File: config.mk
export PLATFORM = sky130hd
export DESIGN_NAME = rational_arith_reduce
export DESIGN_NICKNAME = d
export VERILOG_FILES = /design/src/hdl/rar_pkg.sv /design/src/hdl/rational_arith_reduce.sv /design/src/hdl/rar_ctrl.sv /design/src/hdl/rar_dp.sv
export SDC_FILE = /design/constraint.sdc
export NUM_CORES = 2
export LEC_CHECK = 0
export BUFFER_PORTS_ARGS = -buffer_cell sky130_fd_sc_hd__buf_2
export CORE_UTILIZATION = 38
export CTS_BUF_LIST = sky130_fd_sc_hd__clkbuf_4
export DETAILED_ROUTE_END_ITERATION = 7
export HOLD_SLACK_MARGIN = 0.1
export PLACE_DENSITY = 0.57
export SLEW_MARGIN = 20
export SYNTH_ARGS = -nofsm -noshare
export SYNTH_HDL_FRONTEND = slang
export SYNTH_SLANG_ARGS = --single-unit
File: constraint.sdc
create_clock -name clk -period 12 [get_ports clk]
set_clock_uncertainty 0.05 [all_clocks]
set_input_delay 2.4 -clock clk [delete_from_list [all_inputs] [get_ports clk]]
set_output_delay 2.4 -clock clk [all_outputs]
set_load 0.03 [all_outputs]
File: src/hdl/rar_pkg.sv
// Package for the rational arithmetic reducer: opcodes, field widths and the
// command and status groups between the controller and the datapath.
// No dependencies.
package rar_pkg;

  localparam int unsigned IN_W   = 16;
  localparam int unsigned PROD_W = 32;
  localparam int unsigned NUM_W  = 33;
  localparam int unsigned MAG_W  = 32;
  localparam int unsigned DEN_W  = 31;
  localparam int unsigned CNT_W  = 5;

  typedef enum logic [1:0] {
    OP_MUL = 2'd0,
    OP_ADD = 2'd1,
    OP_SUB = 2'd2,
    OP_DIV = 2'd3
  } opcode_t;

  // Commands from the controller to the datapath.
  typedef struct packed {
    logic load;
    logic mul0;
    logic mul1;
    logic mul2;
    logic sum;
    logic norm;
    logic gcd_init;
    logic gcd_step;
    logic div_init;
    logic div_step;
    logic finish;
  } cmd_t;

  // Status from the datapath back to the controller.
  typedef struct packed {
    logic den_zero;
    logic num_zero;
    logic gcd_eq;
    logic out_free;
  } sts_t;

endpackage

File: src/hdl/rational_arith_reduce.sv
// Top level of the rational arithmetic reducer.
// Instantiates rar_ctrl and rar_dp; depends on rar_pkg.
//
// The block combines two signed 16-bit fractions by multiply, add, subtract
// or divide, moves the sign so that the denominator is positive and reduces
// the result by the greatest common divisor of numerator and denominator.
// Each input beat yields exactly one output beat carrying both the raw and
// the reduced fraction. A zero denominator raises the status flag and the
// reduced form then repeats the raw form; a zero numerator reduces to 0/1.
// One item at a time is worked on. An item passes through the accepting
// cycle, three multiplier passes, the sum, sign normalisation, the
// zero check and the hand-over to the output register. A nonzero fraction
// adds the binary gcd (one shift or subtract-and-shift each cycle, with
// the number of steps depending on the operand bits, until the two
// operands meet) and restoring division by the gcd; a zero numerator or
// denominator skips the gcd and division. The hand-over cycle is held for
// as long as the previous result has not been taken. A finished result
// waits in the output register while the next beat is taken in.
module rational_arith_reduce
  import rar_pkg::*;
(
  input  logic         clk,
  input  logic         rst,
  input  logic         s_tvalid,
  output logic         s_tready,
  // [1:0] opcode, [17:2] a_num, [33:18] a_den, [49:34] b_num, [65:50] b_den
  input  logic [71:0]  s_tdata,
  output logic         m_tvalid,
  input  logic         m_tready,
  // [31:0] raw_num, [62:32] raw_den, [94:63] red_num, [125:95] red_den
  output logic [127:0] m_tdata,
  // [0] status
  output logic         m_tuser
);

  cmd_t cmd;
  sts_t sts;

  rar_ctrl u_ctrl (
    .clk      (clk),
    .rst      (rst),
    .s_tvalid (s_tvalid),
    .s_tready (s_tready),
    .sts      (sts),
    .cmd      (cmd)
  );

  rar_dp u_dp (
    .clk      (clk),
    .rst      (rst),
    .s_tdata  (s_tdata),
    .m_tdata  (m_tdata),
    .m_tuser  (m_tuser),
    .m_tvalid (m_tvalid),
    .m_tready (m_tready),
    .cmd      (cmd),
    .sts      (sts)
  );

endmodule

File: src/hdl/rar_ctrl.sv
// Controller of the rational arithmetic reducer: a one-hot sequencer that
// steps the datapath through multiply, normalise, gcd and division phases.
// Depends on rar_pkg.
module rar_ctrl
  import rar_pkg::*;
(
  input  logic clk,
  input  logic rst,
  input  logic s_tvalid,
  output logic s_tready,
  input  sts_t sts,
  output cmd_t cmd
);

  typedef enum logic [9:0] {
    S_IDLE   = 10'b00_0000_0001,
    S_MUL0   = 10'b00_0000_0010,
    S_MUL1   = 10'b00_0000_0100,
    S_MUL2   = 10'b00_0000_1000,
    S_SUM    = 10'b00_0001_0000,
    S_NORM   = 10'b00_0010_0000,
    S_CHECK  = 10'b00_0100_0000,
    S_GCD    = 10'b00_1000_0000,
    S_DIV    = 10'b01_0000_0000,
    S_FINISH = 10'b10_0000_0000
  } state_t;

  state_t state, state_next;
  logic [CNT_W-1:0] cnt, cnt_next;

  assign s_tready = (state == S_IDLE);

  always_comb begin
    state_next = state;
    cnt_next   = cnt;
    cmd        = '0;
    unique case (state)
      S_IDLE: begin
        if (s_tvalid) begin
          cmd.load   = 1'b1;
          state_next = S_MUL0;
        end
      end
      S_MUL0: begin
        cmd.mul0   = 1'b1;
        state_next = S_MUL1;
      end
      S_MUL1: begin
        cmd.mul1   = 1'b1;
        state_next = S_MUL2;
      end
      S_MUL2: begin
        cmd.mul2   = 1'b1;
        state_next = S_SUM;
      end
      S_SUM: begin
        cmd.sum    = 1'b1;
        state_next = S_NORM;
      end
      S_NORM: begin
        cmd.norm   = 1'b1;
        state_next = S_CHECK;
      end
      S_CHECK: begin
        cmd.gcd_init = 1'b1;
        if (sts.den_zero || sts.num_zero) begin
          state_next = S_FINISH;
        end else begin
          state_next = S_GCD;
        end
      end
      S_GCD: begin
        if (sts.gcd_eq) begin
          cmd.div_init = 1'b1;
          cnt_next     = '0;
          state_next   = S_DIV;
        end else begin
          cmd.gcd_step = 1'b1;
        end
      end
      S_DIV: begin
        cmd.div_step = 1'b1;
        cnt_next     = cnt + 1'b1;
        if (cnt == {CNT_W{1'b1}}) begin
          state_next = S_FINISH;
        end
      end
      S_FINISH: begin
        if (sts.out_free) begin
          cmd.finish = 1'b1;
          state_next = S_IDLE;
        end
      end
      default: begin
        state_next = S_IDLE;
      end
    endcase
  end

  always_ff @(posedge clk) begin
    if (rst) begin
      state <= S_IDLE;
      cnt   <= '0;
    end else begin
      state <= state_next;
      cnt   <= cnt_next;
    end
  end

endmodule

File: src/hdl/rar_dp.sv
// Datapath of the rational arithmetic reducer: one shared multiplier, the
// binary gcd unit, two restoring dividers and the output register.
// Depends on rar_pkg.
module rar_dp
  import rar_pkg::*;
(
  input  logic         clk,
  input  logic         rst,
  input  logic [71:0]  s_tdata,
  output logic [127:0] m_tdata,
  output logic         m_tuser,
  output logic         m_tvalid,
  input  logic         m_tready,
  input  cmd_t         cmd,
  output sts_t         sts
);

  opcode_t                 op;
  logic signed [IN_W-1:0]  an, ad, bn, bd;
  logic signed [PROD_W-1:0] t0, t1, den;
  logic signed [NUM_W-1:0] num;
  logic [MAG_W-1:0]        u, v, g, qn, qd;
  logic [CNT_W-1:0]        k;
  logic [MAG_W:0]          rn, rd;
  logic                    neg;

  logic signed [IN_W-1:0]   mul_a, mul_b;
  logic signed [PROD_W-1:0] prod;
  logic signed [NUM_W-1:0]  num_sum;
  logic [MAG_W:0]           trial_n, trial_d, g_ext;

  logic [31:0] o_raw_num, o_red_num;
  logic [30:0] o_raw_den, o_red_den;
  logic        o_status;

  // Shared 16x16 multiplier, operands picked by the step in progress.
  always_comb begin
    mul_a = an;
    mul_b = bd;
    if (cmd.mul0) begin
      mul_a = an;
      mul_b = (op == OP_MUL) ? bn : bd;
    end else if (cmd.mul1) begin
      mul_a = bn;
      mul_b = ad;
    end else begin
      mul_a = ad;
      mul_b = (op == OP_DIV) ? bn : bd;
    end
  end

  assign prod = mul_a * mul_b;

  always_comb begin
    unique case (op)
      OP_ADD:  num_sum = NUM_W'(t0) + NUM_W'(t1);
      OP_SUB:  num_sum = NUM_W'(t0) - NUM_W'(t1);
      default: num_sum = NUM_W'(t0);
    endcase
  end

  assign g_ext   = {1'b0, g};
  assign trial_n = {rn[MAG_W-1:0], qn[MAG_W-1]};
  assign trial_d = {rd[MAG_W-1:0], qd[MAG_W-1]};

  assign sts.den_zero = (den == '0);
  assign sts.num_zero = (num == '0);
  assign sts.gcd_eq   = (u == v);
  assign sts.out_free = !m_tvalid || m_tready;

  always_ff @(posedge clk) begin
    if (cmd.load) begin
      op <= opcode_t'(s_tdata[1:0]);
      an <= s_tdata[17:2];
      ad <= s_tdata[33:18];
      bn <= s_tdata[49:34];
      bd <= s_tdata[65:50];
    end
    if (cmd.mul0) t0 <= prod;
    if (cmd.mul1) t1 <= prod;
    if (cmd.mul2) den <= prod;
    if (cmd.sum) num <= num_sum;
    if (cmd.norm && den[PROD_W-1]) begin
      num <= -num;
      den <= -den;
    end
    if (cmd.gcd_init) begin
      neg <= num[NUM_W-1];
      u   <= num[NUM_W-1] ? MAG_W'(-num) : MAG_W'(num);
      v   <= MAG_W'(den);
      k   <= '0;
    end
    // Binary gcd: strip common factors of two, then subtract and halve.
    if (cmd.gcd_step) begin
      if (!u[0] && !v[0]) begin
        u <= u >> 1;
        v <= v >> 1;
        k <= k + 1'b1;
      end else if (!u[0]) begin
        u <= u >> 1;
      end else if (!v[0]) begin
        v <= v >> 1;
      end else if (u > v) begin
        u <= (u - v) >> 1;
      end else begin
        v <= (v - u) >> 1;
      end
    end
    if (cmd.div_init) begin
      g  <= u << k;
      rn <= '0;
      rd <= '0;
      qn <= u_mag_reload();
      qd <= MAG_W'(den);
    end
    if (cmd.div_step) begin
      if (trial_n >= g_ext) begin
        rn <= trial_n - g_ext;
        qn <= {qn[MAG_W-2:0], 1'b1};
      end else begin
        rn <= trial_n;
        qn <= {qn[MAG_W-2:0], 1'b0};
      end
      if (trial_d >= g_ext) begin
        rd <= trial_d - g_ext;
        qd <= {qd[MAG_W-2:0], 1'b1};
      end else begin
        rd <= trial_d;
        qd <= {qd[MAG_W-2:0], 1'b0};
      end
    end
    if (cmd.finish) begin
      o_raw_num <= num[31:0];
      o_raw_den <= den[30:0];
      if (den == '0) begin
        o_red_num <= num[31:0];
        o_red_den <= den[30:0];
        o_status  <= 1'b1;
      end else if (num == '0) begin
        o_red_num <= '0;
        o_red_den <= 31'd1;
        o_status  <= 1'b0;
      end else begin
        o_red_num <= neg ? -qn : qn;
        o_red_den <= qd[30:0];
        o_status  <= 1'b0;
      end
    end
  end

  // Magnitude of the normalised numerator, the dividend of the first divider.
  function automatic logic [MAG_W-1:0] u_mag_reload();
    u_mag_reload = num[NUM_W-1] ? MAG_W'(-num) : MAG_W'(num);
  endfunction

  always_ff @(posedge clk) begin
    if (rst) begin
      m_tvalid <= 1'b0;
    end else if (cmd.finish) begin
      m_tvalid <= 1'b1;
    end else if (m_tready) begin
      m_tvalid <= 1'b0;
    end
  end

  assign m_tdata = {2'b00, o_red_den, o_red_num, o_raw_den, o_raw_num};
  assign m_tuser = o_status;

endmodule
---- Word-level counts from Yosys, hierarchy flattened ----
Index checks and enable logic that the tools add are counted.
operators by class
  add/subtract/negate cells ............... 11
  $mul .................................... 1
  $lt $le $gt $ge ......................... 3
  eq/ne operators ......................... 19
  shift operators ......................... 1
  muxes and demuxes ....................... 68
  reductions and logical operators ........ 17
operators with widths
  cell                    number
  $mux W32                27
  $sub A32 B32 Y32        4
  $pmux W10 S10           1
  $mux W16                6
  $ge A33 B32 Y1          2
  $mux W33                2
  $pmux W33 S2            1
  $neg A32 Y32            2
  $mux W31                2
  $mux W10                5
  $add A32 B32 Y33        1
  $logic_not A33 Y1       1
  $neg A33 Y33            1
  $sub A32 B32 Y33        1
  $eq A32 B32 Y1          1
  $gt A32 B32 Y1          1
  $logic_not A32 Y1       1
  $mul A16 B16 Y32        1
  $shl A32 B5 Y32         1
  $mux W5                 4
  $mux W1                 18
  $add A5 B1 Y5 const B   2
  $eq A10 B1 Y1 const B   1
  $eq A10 B10 Y1 const B  1
  other kinds (22)        33
storage, ports and cells
  bits in registers ....................... 568
  input bits .............................. 76
  output and inout bits ................... 131

---- Logic depth before layout (Yosys ltp) ----
  depth in word-level cells ............... 8
  gate-level depth with buffers ........... 34
  mapped depth without buffers ............ 32

---- Hierarchy ----
Synthesis repeated with hierarchy kept, for this count alone.
unflattened totals
  cells, all modules ...................... 4754
  area total of the unflattened synthesis .. 45607.5 µm²
modules (own cells, without submodules)
  module    instances  cells each  area each (µm²)  sequential area each (µm²)
  rar_dp    1          4642        44694.1          15905.3
  rar_ctrl  1          112         913.4            300.3

---- Worst setup path after synthesis ----
Ideal clock, no wire load.
  path type ............................... input-to-reg
  start ................................... in m_tready
  end ..................................... reg u_dp.o_status (netlist: u_dp.m_tuser), enable pin
  setup time .............................. 0.629 ns
  arrival ................................. 8.124 ns
  required time ........................... 11.321 ns
  setup slack ............................. 3.197 ns
  stages on the path ...................... 2
  path buffers ............................ 0
  cells stage by stage .................... nand2b_1 nor2b_1
RTL lines
  item                  line                         RTL
  start, declared       rational_arith_reduce.sv:29  input logic m_tready,
  end signal, assigned  rar_dp.sv:138                o_status <= 1'b1;
  end signal, assigned  rar_dp.sv:142                o_status <= 1'b0;
  end signal, assigned  rar_dp.sv:146                o_status <= 1'b0;
  end, declared         rar_dp.sv:34                 logic o_status;

---- Final worst setup path ----
  start ................................... reg u_ctrl.state[4]
  end ..................................... reg u_dp.den[30] (data pin)
between the ends
  longest elaborated chain between the ends .. 7
  elaborated cells on any way between the ends .. 14
  classes of those cells .................. 1 x mul; 3 x eq/ne; 9 x mux; 1 x reduce/logical
ends and longest elaborated chain
  item                    line             RTL
  start, declared         rar_ctrl.sv:28   state_t state, state_next;
  start signal, assigned  rar_ctrl.sv:105  state <= state_next;
  $eq A10 B3 Y1           rar_ctrl.sv:37   unique case (state)
  $mux W1                 rar_ctrl.sv:37
  $mux W16                rar_dp.sv:43     end else if (cmd.mul1) begin
  $mux W16                rar_dp.sv:40     if (cmd.mul0) begin
  $mul A16 B16 Y32        rar_dp.sv:52     assign prod = mul_a * mul_b;
  $mux W32                rar_dp.sv:81     if (cmd.mul2) den <= prod;
  $mux W32 *              rar_dp.sv:83     if (cmd.norm && den[PROD_W-1]) begin
  end signal, assigned    rar_dp.sv:81
  end signal, assigned    rar_dp.sv:85     den <= -den;
  end, declared           rar_dp.sv:20     logic signed [PROD_W-1:0] t0, t1, den;
Mark *: on every way between the ends. The rest lies on a longest branch, timed or not. The select of a mux whose other input is x is not followed.
A chain may end at the register's enable or synchronous reset.

==> parameters.txt <==
Parameter                              Value

Layout
  Synthesis-to-layout area growth ... 10.7%
  Number of nets at the end of the flow ... roughly 5500
  Fraction of layout cells with a size suffix above 1 ... a little under an eighth
  Cell area after layout ... 0.0497 sq mm

Clock tree
  Clock tree from TritonCTS ... built
  Inserted Clock Buffers ... 158
  Clock insertion delay at the later pin of the skew report ... 1230 ps
  CTS H-tree depth ... 4
  Clock buffer depth ... 3
  Post-CTS Hold Fix Bufs ... 0
  Count of buffers added by post-CTS timing repair for setup ... 0
  Total number of clock tree sinks ... roughly 570
  Clock Root Buffer ... sky130_fd_sc_hd__clkbuf_4
  CTS clk-pin slew, worst paths ... ~70 ps
  Count of instances resized after the clock tree is built ... 0

Synthesis
  Register bit total from synthesis ... about 570
  Count of distinct cell types in the synthesized netlist ... around 90
  Syn avg cell area ... roughly 9.5 sq um
  Most instantiated flip-flop cell in the synthesis netlist ... sky130_fd_sc_hd__edfxtp_1
  Post-synthesis instance area ... 0.0449 sq mm
  Sequential-to-total area share from yosys stat ... 36.1%
  Yosys warns ... 0
  Post-synth EDFFs ... around 480
  Proportion of register bits with asynchronous set or reset after synthesis ... 0%
  Mapped Cells ... roughly 4700

Drt
  Via density ... approximately 5.4
  Routed wire length ... between 100000 and 150000 microns
  DRC Markers ... 0
  Wire length per cell ... approximately 20 microns
  Violation count after the first detailed-routing iteration ... 2890
  DRT antenna net count ... 0
  Number of vias after detailed routing ... between 30000 and 40000
  TritonRoute pass-1 iters ... 5

Setup path
  Count of cells along the worst register-to-register path ... 26
  Cell mode on critical path ... sky130_fd_sc_hd__fa_1
  Sum of buffers and inverters on the critical path ... 4
  Worst setup EP type ... flip-flop
  Startpoint Class ... flip-flop
  Cell class contributing the biggest share of worst-path delay ... adder cells
  Maximum fanout along the worst path ... 85
  Terminus of the critical flop-to-flop path ... u_dp.den[30]$_DFFE_PP_
  Critical path start-end classification ... flip-flop to flip-flop
  R2R Path Start ... u_ctrl.state[4]$_SDFFE_PP0P_
  Cell with the biggest individual delay on the critical path ... sky130_fd_sc_hd__a21oi_1
  Data required time at the worst endpoint ... roughly 13000 ps
  Arrival time worst endpoint ... about 10000 ps
  Register-to-Register Setup Slack ... between 2000 and 3000 ps
  Largest stage delay, worst path ... roughly 840 ps
  Crit path launch ... u_ctrl.state[4]$_SDFFE_PP0P_

Global routing
  Grt ovf ... 0
  GRT Resource Usage Total ... about 22%
  Via count of the first global-routing pass ... approximately 34000
  Initial antenna violation count ... 7
  Largest net degree at the start of global routing ... approximately 120
  First-pass GRT wire length ... ~200000 microns

STA
  Setup repair after global routing missed its margin ... no
  Slack of the critical path ... about 2700 ps
  Final Max Tran Viols ... 0
  Smallest hold slack ... 422 ps
  Relative slew margins ... ~22%
  Highest clock rate ... around 0.11 GHz
  Period Utilization, post-route ... ~78%
  Total Neg Setup Slack ... 0 ps
  Final count of negative-setup-slack endpoints ... 0
  Number of hold-slack violations in the final timing report ... 0
  Measured slew at the worst slew-check pin ... between 1000 and 1500 ps
  Crit path time final ... between 9000 and 10000 ps

Worst hold path
  Hold Path Class ... flip-flop to flip-flop
  Worst Hold End ... u_ctrl.cnt[4]$_SDFFE_PP0P_
  Depth of the worst hold-timing path ... 2
  Hold wc startpoint ... u_ctrl.cnt[4]$_SDFFE_PP0P_

Floorplan
  Std-Cell Rows ... ~130
  Area of the die ... 0.120 sq mm
  Vertical extent of the die ... about 350 microns
  Die width ... roughly 350 microns
  Starting density of the core ... 38.5%
  Total I/O pin count ... 207
  Core region area ... roughly 0.12 sq mm

Run
  Max-capacitance violation count ... 0

Run status
  Outcome ... complete, no violations

Place
  DPL Wire Length ... between 100000 and 150000 microns
  Worst-case setup slack after placement ... between 2000 and 3000 ps
  Instance area at placement ... 0.0475 sq mm
  Port Buffers ... around 200
  Placer Congestion ... approximately 0.92
metal layers:
layer  global-route usage, %  vias to the layer above  routed length, microns
met5                       0                        -                      13
met1                    31.1                    17106                   62200
met3                    4.08                      190                    9170
met2                    33.7                     1186                   58200
met4                    7.83                        2                    3950
li1                        -                    16942                       -
sequential cells by signal, indices dropped and copies added (netlist names), 31 cells and up:
signal / flops
u_dp.o_red_num: 32
u_dp.o_raw_num: 32
u_dp.num: 33
u_dp.v: 32
u_dp.den: 32
u_dp.qn: 32
u_dp.t0: 32
u_dp.g: 32
u_dp.u: 32
u_dp.rn: 32
u_dp.o_raw_den: 31
u_dp.t1: 32
u_dp.o_red_den: 31
u_dp.qd: 32
u_dp.rd: 32
placed cells by master (no fill, tap or decap), types with 16 or more instances in the layout:
master,n
sky130_fd_sc_hd__nor3_1,68
sky130_fd_sc_hd__xor2_1,121
sky130_fd_sc_hd__buf_2,198
sky130_fd_sc_hd__o211ai_1,24
sky130_fd_sc_hd__nor2_1,477
sky130_fd_sc_hd__a21o_1,105
sky130_fd_sc_hd__nand4_1,25
sky130_fd_sc_hd__nand3_1,44
sky130_fd_sc_hd__o21bai_1,26
sky130_fd_sc_hd__buf_4,61
sky130_fd_sc_hd__and2_1,52
sky130_fd_sc_hd__fa_1,267
sky130_fd_sc_hd__a21oi_1,380
sky130_fd_sc_hd__edfxtp_1,483
sky130_fd_sc_hd__or3_1,27
sky130_fd_sc_hd__mux2i_1,154
sky130_fd_sc_hd__dfxtp_1,84
sky130_fd_sc_hd__inv_1,454
sky130_fd_sc_hd__a211oi_1,43
sky130_fd_sc_hd__clkbuf_4,232
sky130_fd_sc_hd__nand2b_1,50
sky130_fd_sc_hd__and3_1,16
sky130_fd_sc_hd__a31oi_1,18
sky130_fd_sc_hd__nand2_1,525
sky130_fd_sc_hd__nor4_1,27
sky130_fd_sc_hd__nor2b_1,40
sky130_fd_sc_hd__o21a_1,27
sky130_fd_sc_hd__or4_1,23
sky130_fd_sc_hd__a221o_1,19
sky130_fd_sc_hd__o31ai_1,40
sky130_fd_sc_hd__a22o_1,18
sky130_fd_sc_hd__o22ai_1,30
sky130_fd_sc_hd__o21ai_0,206
sky130_fd_sc_hd__xnor2_1,191
sky130_fd_sc_hd__ha_1,252
sky130_fd_sc_hd__clkinv_1,29
synth_stat cells (54+ instances only):
cell type	instances	area share (%)
sky130_fd_sc_hd__a21o_1	105	1.8
sky130_fd_sc_hd__nor2_1	478	4.0
sky130_fd_sc_hd__edfxtp_1	483	32
sky130_fd_sc_hd__clkbuf_1	176	1.5
sky130_fd_sc_hd__inv_1	454	3.8
sky130_fd_sc_hd__nand2_1	528	4.4
sky130_fd_sc_hd__mux2i_1	154	3.4
sky130_fd_sc_hd__fa_1	267	12
sky130_fd_sc_hd__ha_1	253	7.0
sky130_fd_sc_hd__xnor2_1	191	3.7
sky130_fd_sc_hd__o21ai_0	207	2.3
sky130_fd_sc_hd__and2_1	54	0.75
sky130_fd_sc_hd__xor2_1	121	2.4
sky130_fd_sc_hd__nor3_1	68	0.76
sky130_fd_sc_hd__a21oi_1	380	4.2
sky130_fd_sc_hd__dfxtp_1	85	3.8
worst register-to-register path: stages, from the launching register on:
cell,delay (ps)
sky130_fd_sc_hd__dfxtp_1,360
sky130_fd_sc_hd__or4_1,570
sky130_fd_sc_hd__nor3_1,560
sky130_fd_sc_hd__nand2_2,70
sky130_fd_sc_hd__buf_4,360
sky130_fd_sc_hd__a21oi_1,920
sky130_fd_sc_hd__nand2_1,190
sky130_fd_sc_hd__fa_1,540
sky130_fd_sc_hd__fa_1,470
sky130_fd_sc_hd__fa_1,580
sky130_fd_sc_hd__inv_1,60
sky130_fd_sc_hd__fa_1,500
sky130_fd_sc_hd__fa_1,490
sky130_fd_sc_hd__inv_1,50
sky130_fd_sc_hd__fa_1,470
sky130_fd_sc_hd__inv_1,40
sky130_fd_sc_hd__ha_1,310
sky130_fd_sc_hd__and3_1,220
sky130_fd_sc_hd__a221o_1,390
sky130_fd_sc_hd__a31oi_1,270
sky130_fd_sc_hd__o21ai_0,280
sky130_fd_sc_hd__a41oi_1,450
sky130_fd_sc_hd__nor2b_1,90
sky130_fd_sc_hd__o21a_1,180
sky130_fd_sc_hd__o21ai_0,200
sky130_fd_sc_hd__mux2i_1,270
sky130_fd_sc_hd__a31oi_1,100
kinds of logic after synthesis:
family	Yosys count	synth area share, %
simple gates	1444	14.5
compound gates	1043	14.5
buf+inv	669	5.70
flops	568	36.1
fa+ha+maj	520	18.9
xor+xnor	312	6.08
mux	174	4.21
other cells	1	0.00835
area by class of cell:
cell class	count	area [sq um]
timing repair buffer	260	1470
clock buffer	232	1740
antenna	15	37.5
clock inverter	55	422
multi-input combinational	3495	26200
tap	1524	1910
sequential	568	16200
fill	11510	66900
inverter	457	1720
worst max path at each step:
| stage | slack, ps | end | cells past startpoint |
|---|---|---|---|
| after global placement | 2730 | u_dp.t0[30]$_DFFE_PP_ | 26 |
| final | 2670 | u_dp.den[30]$_DFFE_PP_ | 26 |
| after CTS | 2660 | u_dp.den[30]$_DFFE_PP_ | 26 |
| after floorplan | 3200 | u_dp.m_tuser$_DFFE_PP_ | 2 |
| after global routing | 2010 | u_dp.den[30]$_DFFE_PP_ | 26 |
| after detailed placement | 2670 | u_dp.t1[30]$_DFFE_PP_ | 26 |
through the flow:
stage | std cells | util (%)
finish | 6606 | 42.6
global route | 6604 | 42.6
CTS | 6591 | 42.6
detailed placement | 6304 | 40.8
global placement | 6304 | 40.8
floorplan | 4732 | -
Power is not shown: default switching activity piles up to over one toggle a cycle in this logic, so the estimate is an artifact.
